--- src/rtl/mfs_pkg.sv ---
// Shared types and constants for the multilevel feedback queue scheduler.
// No dependencies; imported by every other file of the block.
package mfs_pkg;

  localparam logic FUNC_ENQUEUE  = 1'b0;
  localparam logic FUNC_DISPATCH = 1'b1;

  localparam int          RUNTIME_W   = 16;
  localparam logic [15:0] RUNTIME_MAX = 16'hFFFF;

  // command word
  typedef struct packed {
    logic        func;
    logic [5:0]  thread_id;
    logic [1:0]  priority_req;
    logic [15:0] burst_length;
  } cmd_t;

  // result word
  typedef struct packed {
    logic        granted;
    logic [5:0]  chosen_thread;
    logic [2:0]  granted_level;
    logic [1:0]  granted_priority;
    logic [15:0] runtime_before;
    logic [7:0]  slice_ticks;
    logic [6:0]  queued_count;
  } result_t;

  typedef enum logic [2:0] {
    ST_CLEAR,
    ST_IDLE,
    ST_LOOKUP,
    ST_FETCH,
    ST_COMMIT
  } state_t;

  // occupancy flag update for one list
  typedef struct packed {
    logic set;
    logic clr;
  } occ_cmd_t;

  // per-field write enables of the thread table
  typedef struct packed {
    logic info;
    logic link;
  } tmem_we_t;

  // per-field write enables of the list table
  typedef struct packed {
    logic head;
    logic tail;
  } lmem_we_t;

endpackage

--- src/rtl/mfs_occupancy.sv ---
// List occupancy flags (one per level/priority list) and the search for the
// first non-empty list, lowest level first, then lowest priority. Uses mfs_pkg.
module mfs_occupancy #(
  parameter int LEVELS     = 8,
  parameter int PRIORITIES = 4,
  localparam int LW     = $clog2(LEVELS),
  localparam int PW     = (PRIORITIES > 1) ? $clog2(PRIORITIES) : 1,
  localparam int NLISTS = LEVELS * PRIORITIES,
  localparam int LIW    = $clog2(NLISTS)
) (
  input  logic              clk,
  input  logic              rst,
  input  mfs_pkg::occ_cmd_t op,
  input  logic [LIW-1:0]    idx,
  output logic              idx_full,
  output logic              hit,
  output logic [LW-1:0]     first_lvl,
  output logic [PW-1:0]     first_prio,
  output logic [LIW-1:0]    first_idx
);
  import mfs_pkg::*;

  logic [NLISTS-1:0]     nonempty;
  logic [LEVELS-1:0]     lvl_any;
  logic [PRIORITIES-1:0] row;

  always_ff @(posedge clk) begin
    if (rst) begin
      nonempty <= '0;
    end else begin
      if (op.set) nonempty[idx] <= 1'b1;
      if (op.clr) nonempty[idx] <= 1'b0;
    end
  end

  assign idx_full = nonempty[idx];

  // two-level pick: first busy level, then first busy priority in that row
  always_comb begin
    for (int l = 0; l < LEVELS; l++) begin
      lvl_any[l] = |nonempty[l*PRIORITIES +: PRIORITIES];
    end
    first_lvl = '0;
    for (int l = LEVELS - 1; l >= 0; l--) begin
      if (lvl_any[l]) first_lvl = LW'(l);
    end
    row = nonempty[first_lvl*PRIORITIES +: PRIORITIES];
    first_prio = '0;
    for (int p = PRIORITIES - 1; p >= 0; p--) begin
      if (row[p]) first_prio = PW'(p);
    end
  end

  assign hit       = |lvl_any;
  assign first_idx = LIW'(first_lvl * PRIORITIES + first_prio);

endmodule

--- src/rtl/multilevel_feedback_scheduler_top.sv ---
// Top level of the multilevel feedback queue scheduler: sequencer, thread
// table and list table memories. Uses mfs_pkg and mfs_occupancy.
//
// One command word is taken when start is high and busy is low; exactly one
// result word follows, shown for one cycle with done, and must be captured
// then. An ignored enqueue or an empty dispatch goes through LOOKUP only, an
// enqueue through LOOKUP and FETCH, and a dispatch through LOOKUP, FETCH and
// COMMIT, before the block is idle again. The states follow the chain of
// memory reads each item walks: thread entry, then list head/tail, then (for
// dispatch) the head thread's entry. The result word appears in the cycle in
// which the next command may already be taken. After reset the thread table
// is cleared one entry per cycle, and busy stays high until it is done.
module multilevel_feedback_scheduler_top #(
  parameter int THREADS    = 64,
  parameter int LEVELS     = 8,
  parameter int PRIORITIES = 4
) (
  input  logic             clk,
  input  logic             rst,
  input  logic             start,
  input  mfs_pkg::cmd_t    cmd,
  output logic             busy,
  output logic             done,
  output mfs_pkg::result_t result
);
  import mfs_pkg::*;

  localparam int TW     = $clog2(THREADS);
  localparam int LW     = $clog2(LEVELS);
  localparam int PW     = (PRIORITIES > 1) ? $clog2(PRIORITIES) : 1;
  localparam int NLISTS = LEVELS * PRIORITIES;
  localparam int LIW    = $clog2(NLISTS);
  localparam int CW     = $clog2(THREADS + 1);

  typedef struct packed {
    logic                 waiting;
    logic [LW-1:0]        level;
    logic [RUNTIME_W-1:0] runtime;
    logic [RUNTIME_W-1:0] burst;
  } tinfo_t;

  typedef struct packed {
    tinfo_t        info;
    logic [TW-1:0] link;
  } tent_t;

  typedef struct packed {
    logic [TW-1:0] head;
    logic [TW-1:0] tail;
  } lent_t;

  // memories
  tent_t tmem [THREADS];
  lent_t lmem [NLISTS];

  state_t state, state_next;
  logic [TW-1:0]  clr_addr;
  logic [CW-1:0]  count, count_next;
  logic           done_next;
  result_t        res_next;

  cmd_t           req_q;
  logic [LIW-1:0] li_q;
  logic [LW-1:0]  lvl_q;
  logic [PW-1:0]  prio_q;
  logic [TW-1:0]  t_q;
  logic           last_q;

  tmem_we_t       t_we;
  logic [TW-1:0]  t_waddr, t_raddr, t_wlink;
  tinfo_t         t_winfo;
  tent_t          t_rdata;

  lmem_we_t       l_we;
  logic [LIW-1:0] l_raddr;
  logic [TW-1:0]  l_whead;
  lent_t          l_rdata;

  occ_cmd_t       occ;
  logic           occ_full, occ_hit;
  logic [LW-1:0]  first_lvl;
  logic [PW-1:0]  first_prio;
  logic [LIW-1:0] first_idx;

  logic [TW-1:0]  tid_q;
  logic           tid_valid, demote, enq_go, is_disp;
  tinfo_t         cur;
  logic [LW-1:0]  enq_lvl;
  logic [PW-1:0]  prio_sat;
  logic [LIW-1:0] enq_li;
  logic [16:0]    rt_sum;
  logic [15:0]    rt_new;

  mfs_occupancy #(
    .LEVELS     (LEVELS),
    .PRIORITIES (PRIORITIES)
  ) u_occ (
    .clk        (clk),
    .rst        (rst),
    .op         (occ),
    .idx        (li_q),
    .idx_full   (occ_full),
    .hit        (occ_hit),
    .first_lvl  (first_lvl),
    .first_prio (first_prio),
    .first_idx  (first_idx)
  );

  assign busy = (state != ST_IDLE);

  // enqueue decode: demotion and list index from the thread's stored entry
  assign is_disp   = (req_q.func == FUNC_DISPATCH);
  assign tid_q     = TW'(req_q.thread_id);
  assign tid_valid = (32'(req_q.thread_id) < THREADS);
  assign cur       = t_rdata.info;
  assign demote    = ({1'b0, cur.runtime} >= (17'd1 << cur.level)) &&
                     (cur.level != LW'(LEVELS - 1));
  assign enq_lvl   = demote ? LW'(cur.level + 1'b1) : cur.level;
  assign prio_sat  = (32'(req_q.priority_req) >= PRIORITIES) ? PW'(PRIORITIES - 1)
                                                              : PW'(req_q.priority_req);
  assign enq_li    = LIW'(enq_lvl * PRIORITIES + prio_sat);
  assign enq_go    = tid_valid && !cur.waiting;

  // dispatch runtime update, saturating
  assign rt_sum = {1'b0, t_rdata.info.runtime} + {1'b0, t_rdata.info.burst};
  assign rt_new = rt_sum[16] ? RUNTIME_MAX : rt_sum[15:0];

  // read addresses: the thread entry is read at the accepting edge, the head
  // thread's entry at the end of FETCH
  assign t_raddr = (state == ST_FETCH) ? l_rdata.head : TW'(cmd.thread_id);
  assign l_raddr = is_disp ? first_idx : enq_li;
  assign l_whead = (state == ST_COMMIT) ? t_rdata.link : tid_q;

  always_comb begin
    state_next = state;
    unique case (state)
      ST_CLEAR:  if (clr_addr == TW'(THREADS - 1)) state_next = ST_IDLE;
      ST_IDLE:   if (start) state_next = ST_LOOKUP;
      ST_LOOKUP: begin
        if (is_disp) state_next = occ_hit ? ST_FETCH : ST_IDLE;
        else         state_next = enq_go ? ST_FETCH : ST_IDLE;
      end
      ST_FETCH:  state_next = is_disp ? ST_COMMIT : ST_IDLE;
      ST_COMMIT: state_next = ST_IDLE;
      default:   state_next = ST_IDLE;
    endcase
  end

  always_comb begin
    t_we       = '0;
    t_waddr    = clr_addr;
    t_winfo    = '0;
    t_wlink    = tid_q;
    l_we       = '0;
    occ        = '0;
    count_next = count;
    done_next  = 1'b0;
    res_next   = '0;
    res_next.queued_count = 7'(count);
    unique case (state)
      ST_CLEAR: begin
        t_we.info = 1'b1;
      end
      ST_IDLE: begin
      end
      ST_LOOKUP: begin
        if (!is_disp && enq_go) begin
          t_we.info       = 1'b1;
          t_waddr         = tid_q;
          t_winfo.waiting = 1'b1;
          t_winfo.level   = enq_lvl;
          t_winfo.runtime = demote ? '0 : cur.runtime;
          t_winfo.burst   = req_q.burst_length;
        end
        // ignored enqueue or nothing to dispatch: answer right away
        if ((is_disp && !occ_hit) || (!is_disp && !enq_go)) done_next = 1'b1;
      end
      ST_FETCH: begin
        if (!is_disp) begin
          if (occ_full) begin
            t_we.link = 1'b1;
            t_waddr   = l_rdata.tail;
          end
          l_we.tail  = 1'b1;
          l_we.head  = !occ_full;
          occ.set    = 1'b1;
          count_next = CW'(count + 1'b1);
          done_next  = 1'b1;
          res_next.queued_count = 7'(count_next);
        end
      end
      ST_COMMIT: begin
        t_we.info       = 1'b1;
        t_waddr         = t_q;
        t_winfo.waiting = 1'b0;
        t_winfo.level   = t_rdata.info.level;
        t_winfo.runtime = rt_new;
        t_winfo.burst   = t_rdata.info.burst;
        if (last_q) occ.clr   = 1'b1;
        else        l_we.head = 1'b1;
        count_next = (count != '0) ? CW'(count - 1'b1) : count;
        done_next  = 1'b1;
        res_next.granted          = 1'b1;
        res_next.chosen_thread    = 6'(t_q);
        res_next.granted_level    = 3'(lvl_q);
        res_next.granted_priority = 2'(prio_q);
        res_next.runtime_before   = t_rdata.info.runtime;
        res_next.slice_ticks      = 8'(16'd1 << lvl_q);
        res_next.queued_count     = 7'(count_next);
      end
      default: begin
      end
    endcase
  end

  // control state
  always_ff @(posedge clk) begin
    if (rst) begin
      state    <= ST_CLEAR;
      clr_addr <= '0;
      count    <= '0;
      done     <= 1'b0;
    end else begin
      state <= state_next;
      if (state == ST_CLEAR) clr_addr <= TW'(clr_addr + 1'b1);
      count <= count_next;
      done  <= done_next;
    end
  end

  // item registers
  always_ff @(posedge clk) begin
    if (start && !busy) req_q <= cmd;
    if (state == ST_LOOKUP) begin
      li_q   <= l_raddr;
      lvl_q  <= is_disp ? first_lvl : enq_lvl;
      prio_q <= is_disp ? first_prio : prio_sat;
    end
    if (state == ST_FETCH) begin
      t_q    <= l_rdata.head;
      last_q <= (l_rdata.tail == l_rdata.head);
    end
    result <= res_next;
  end

  // Thread table. Items run one at a time and every write lands before the
  // next item's first read, so no forwarding path is needed.
  always_ff @(posedge clk) begin
    if (t_we.info) tmem[t_waddr].info <= t_winfo;
    if (t_we.link) tmem[t_waddr].link <= t_wlink;
    t_rdata <= tmem[t_raddr];
  end

  // list head/tail table; entries only used while the occupancy flag is set
  always_ff @(posedge clk) begin
    if (l_we.head) lmem[li_q].head <= l_whead;
    if (l_we.tail) lmem[li_q].tail <= tid_q;
    l_rdata <= lmem[l_raddr];
  end

endmodule

--- config.mk ---
export PLATFORM = sky130hd
export DESIGN_NAME = multilevel_feedback_scheduler_top
export DESIGN_NICKNAME = d
export VERILOG_FILES = /design/src/rtl/mfs_pkg.sv /design/src/rtl/mfs_occupancy.sv /design/src/rtl/multilevel_feedback_scheduler_top.sv
export SDC_FILE = /design/constraint.sdc
export NUM_CORES = 2
export LEC_CHECK = 0
export ABC_CLOCK_PERIOD_IN_PS = 5900
export BUFFER_PORTS_ARGS = -buffer_cell sky130_fd_sc_hd__buf_2
export CORE_MARGIN = 8
export CORE_UTILIZATION = 45
export DETAILED_ROUTE_END_ITERATION = 16
export PLACE_DENSITY = 0.67
export SETUP_SLACK_MARGIN = 0.3
export SYNTH_ARGS = -nofsm -noshare
export SYNTH_HDL_FRONTEND = slang
export SYNTH_SLANG_ARGS = --single-unit
--- constraint.sdc ---
create_clock -name clk -period 5.9 [get_ports clk]
set_input_delay 1.18 -clock clk [delete_from_list [all_inputs] [get_ports clk]]
set_output_delay 1.18 -clock clk [all_outputs]
set_load 0.01 [all_outputs]
==> impl_metrics.json <==
{
  "dr.pass1.iters": 8,
  "synth_most_common_cell": "edfxtp_1",
  "crit-reg2reg-launch": "cur[32]",
  "status": "finished clean",
  "cts_buffers": 334,
  "crit_type": "register to register",
  "met3WireLength_um": 26300,
  "worstPathMaxFanout": 11,
  "syn-mean-instance-area_um2": 19.1,
  "clock.fmax_ghz": 0.185,
  "max-cap-violations": 0,
  "clk_latency_ps": 930,
  "hpwl_um": 190000,
  "period_share": 0.918,
  "finalClockSkew_ps": 74.5,
  "ys_types": 73,
  "grt_overflow": 0,
  "period_needed_ps": 5420,
  "grtUsageTotal": 0.207,
  "synth-seq-cells": 3255,
  "cts_buffer_depth": 4,
  "leakagePower_uw": 0.0417,
  "via_per_inst": 6.03,
  "grt_start_max_net_pins": 108,
  "detail_route.wl_per_cell_um": 29.0,
  "die_h_um": 547,
  "grt_pass1_wl_um": 462000,
  "fin_nets": 6983,
  "ios": 73,
  "ant_nets": 0,
  "yosysTopAreaCellShare": 0.737,
  "gp_congestion": 0.877,
  "synth.top_cells.by_count": "edfxtp_1 (3,109), mux4_2 (682), nand2_1 (657)",
  "synth_enable_flop_cells": 3109,
  "vias": 66100,
  "port_buffers": 72,
  "p_per_area_nw_per_um2": 329,
  "finalHoldViolations": 0,
  "synthCells": 6638,
  "syn_nets": 6701,
  "cp-start-kind": "register",
  "synth_warnings": 0,
  "grt_setup_unrepaired": "no",
  "yosysTopAreaCell": "edfxtp_1",
  "htreeDepth": 5,
  "setup_tns_ps": 0,
  "drive_above_1_share": 0.229,
  "grt_pass1_vias": 66800,
  "dr_wl_met2_um": 155000,
  "ys_seq_area_frac": 0.760,
  "cts_tree": "done",
  "slew_headroom": 0.0719,
  "tightest_slew_ps": 1390,
  "crit_start": "cur[32]",
  "start_util": 0.451,
  "hold_path_class": "input port to register",
  "synth_ff_type": "edfxtp_1",
  "vdd_drop_max_mv": 0.268,
  "clock_sinks": 3255,
  "synthArstFlopShare": 0,
  "place_area_um2": 133000,
  "drtIter0Drc": 7817,
  "min_from": "cmd[5]",
  "postLayoutCellArea_um2": 144000,
  "slew_violations": 0,
  "crit_path_end_kind": "register",
  "clk_transition_reported_paths_ps": 60,
  "core_area_um2": 281000,
  "root_buffer": "clkbuf_16",
  "reg2reg_slack_ps": 480,
  "drt_wl_total_um": 317000,
  "setup_viol_count_final": 0,
  "arrival_ps": 6210,
  "m1WireLength_um": 125000,
  "die-width_um": 547,
  "die_area_um2": 299000,
  "antenna_found_initial": 13,
  "num_rows": 195,
  "synth_area_leaders": "edfxtp_1 (74%), mux4_2 (12%), dfxtp_1 (2.3%)",
  "worstPathRequired_ps": 6700,
  "routed.top_layer": "met5",
  "area_growth_pct": 13.5,
  "syn_area_um2": 127000,
  "route.detailed.drc": 0
}
## sequential cells by signal, indices dropped and copies added (netlist names), 3 cells and up
name / count
clr_addr: 6
count: 7
cur: 36
l_rdata: 12
li_q: 5
lmem: 384
req_q: 16
result: 43
state: 3
t_q: 6
t_rdata: 6
t_wlink: 6
tmem: 2688
u_occ.nonempty: 32
## cells by family (layout without fill, tap and decap cells)
logic type | count (synthesis) | after routing | share of synthesized area
mux | 794 | 794 | 0.130
simple gates | 1350 | 1350 | 0.0475
xor+xnor | 23 | 23 | 0.00159
buf+inv | 433 | 988 | 0.0145
flops | 3255 | 3255 | 0.760
other cells | 0 | 10 | 0
fa+ha+maj | 35 | 35 | 0.00352
compound gates | 748 | 748 | 0.0428
## report_power, final
| part | switching (uW) | total, uW | internal, uW | leakage (uW) |
|---|---|---|---|---|
| clock network | 8850 | 20300 | 11400 | 0.00513 |
| registers | 138 | 25200 | 25100 | 0.0257 |
| logic | 1110 | 1790 | 680 | 0.0109 |
| total | 10100 | 47300 | 37200 | 0.0417 |
## worst paths after layout
path,cells past startpoint,end
max,18,l_rdata[3]
min,1,req_q[5]
max reg2reg,18,l_rdata[3]
min reg2reg,1,result[6]
## worst max-delay path, stage by stage (launching register included)
cell	delay, ps
dfxtp_1	440
ha_1	220
ha_1	180
inv_1	80
ha_1	310
a211oi_1	230
o211ai_1	120
o41a_1	360
or2_2	360
xnor2_1	560
mux2i_1	200
buf_4	210
inv_1	280
nand2_1	120
buf_4	240
nor2b_1	790
a22oi_1	170
nand4b_1	300
nor3_1	90
## layout make-up
cell class / instances / area, um2
clock buffer: 436 / 8940
antenna: 10 / 25.0
sequential: 3255 / 96300
inverter: 25 / 93.8
multi-input combinational: 2950 / 29300
clock inverter: 173 / 1570
fill: 22200 / 137000
timing repair buffer: 354 / 2910
tap: 3743 / 4680
## metal layers
metal,global-route usage,vias up
met5,0,-
met4,0.0698,2
met3,0.0352,588
met2,0.340,3063
met1,0.282,34800
li1,-,27600
## metrics by stage
stage	hold WS [ps]	cells	utilization	power, uW	worst slack (ps)
4_1_cts	384	10900	0.511	47600	348
6_report	445	10900	0.512	47300	482
3_5_place_dp	474	10300	0.474	27500	340
2_1_floorplan	442	6638	-	26800	792
3_3_place_gp	466	10300	0.474	27500	446
5_1_grt	419	10900	0.512	48500	303
## repair_timing
| action | in CTS | in global routing |
|---|---|---|
| resized for setup | 0 | 1 |
| buffers inserted | 0 | 12 |
| hold buffers | 0 | 0 |
| setup endpoints to repair | 0 | 266 |
| hold endpoints to repair | 0 | 0 |
## cell usage in the layout (no fill, tap or decap), drive strengths merged, types with 30 or more instances in the layout
cell    Yosys  layout
a21oi     138     138
clkinv      1     139
nand3      82      82
and3       30      30
o21ai      30      30
ha         34      34
nand2     658     658
a211oi    216     216
and2      187     187
dfxtp     146     146
a32oi      34      34
mux2i      98      98
a31oi      87      87
nor3       38      38
inv        24      41
a311oi    116     116
buf       166     354
nor2      275     275
clkbuf    242     436
edfxtp   3109    3109
mux4      682     682
(Power assumes the default switching activity.)
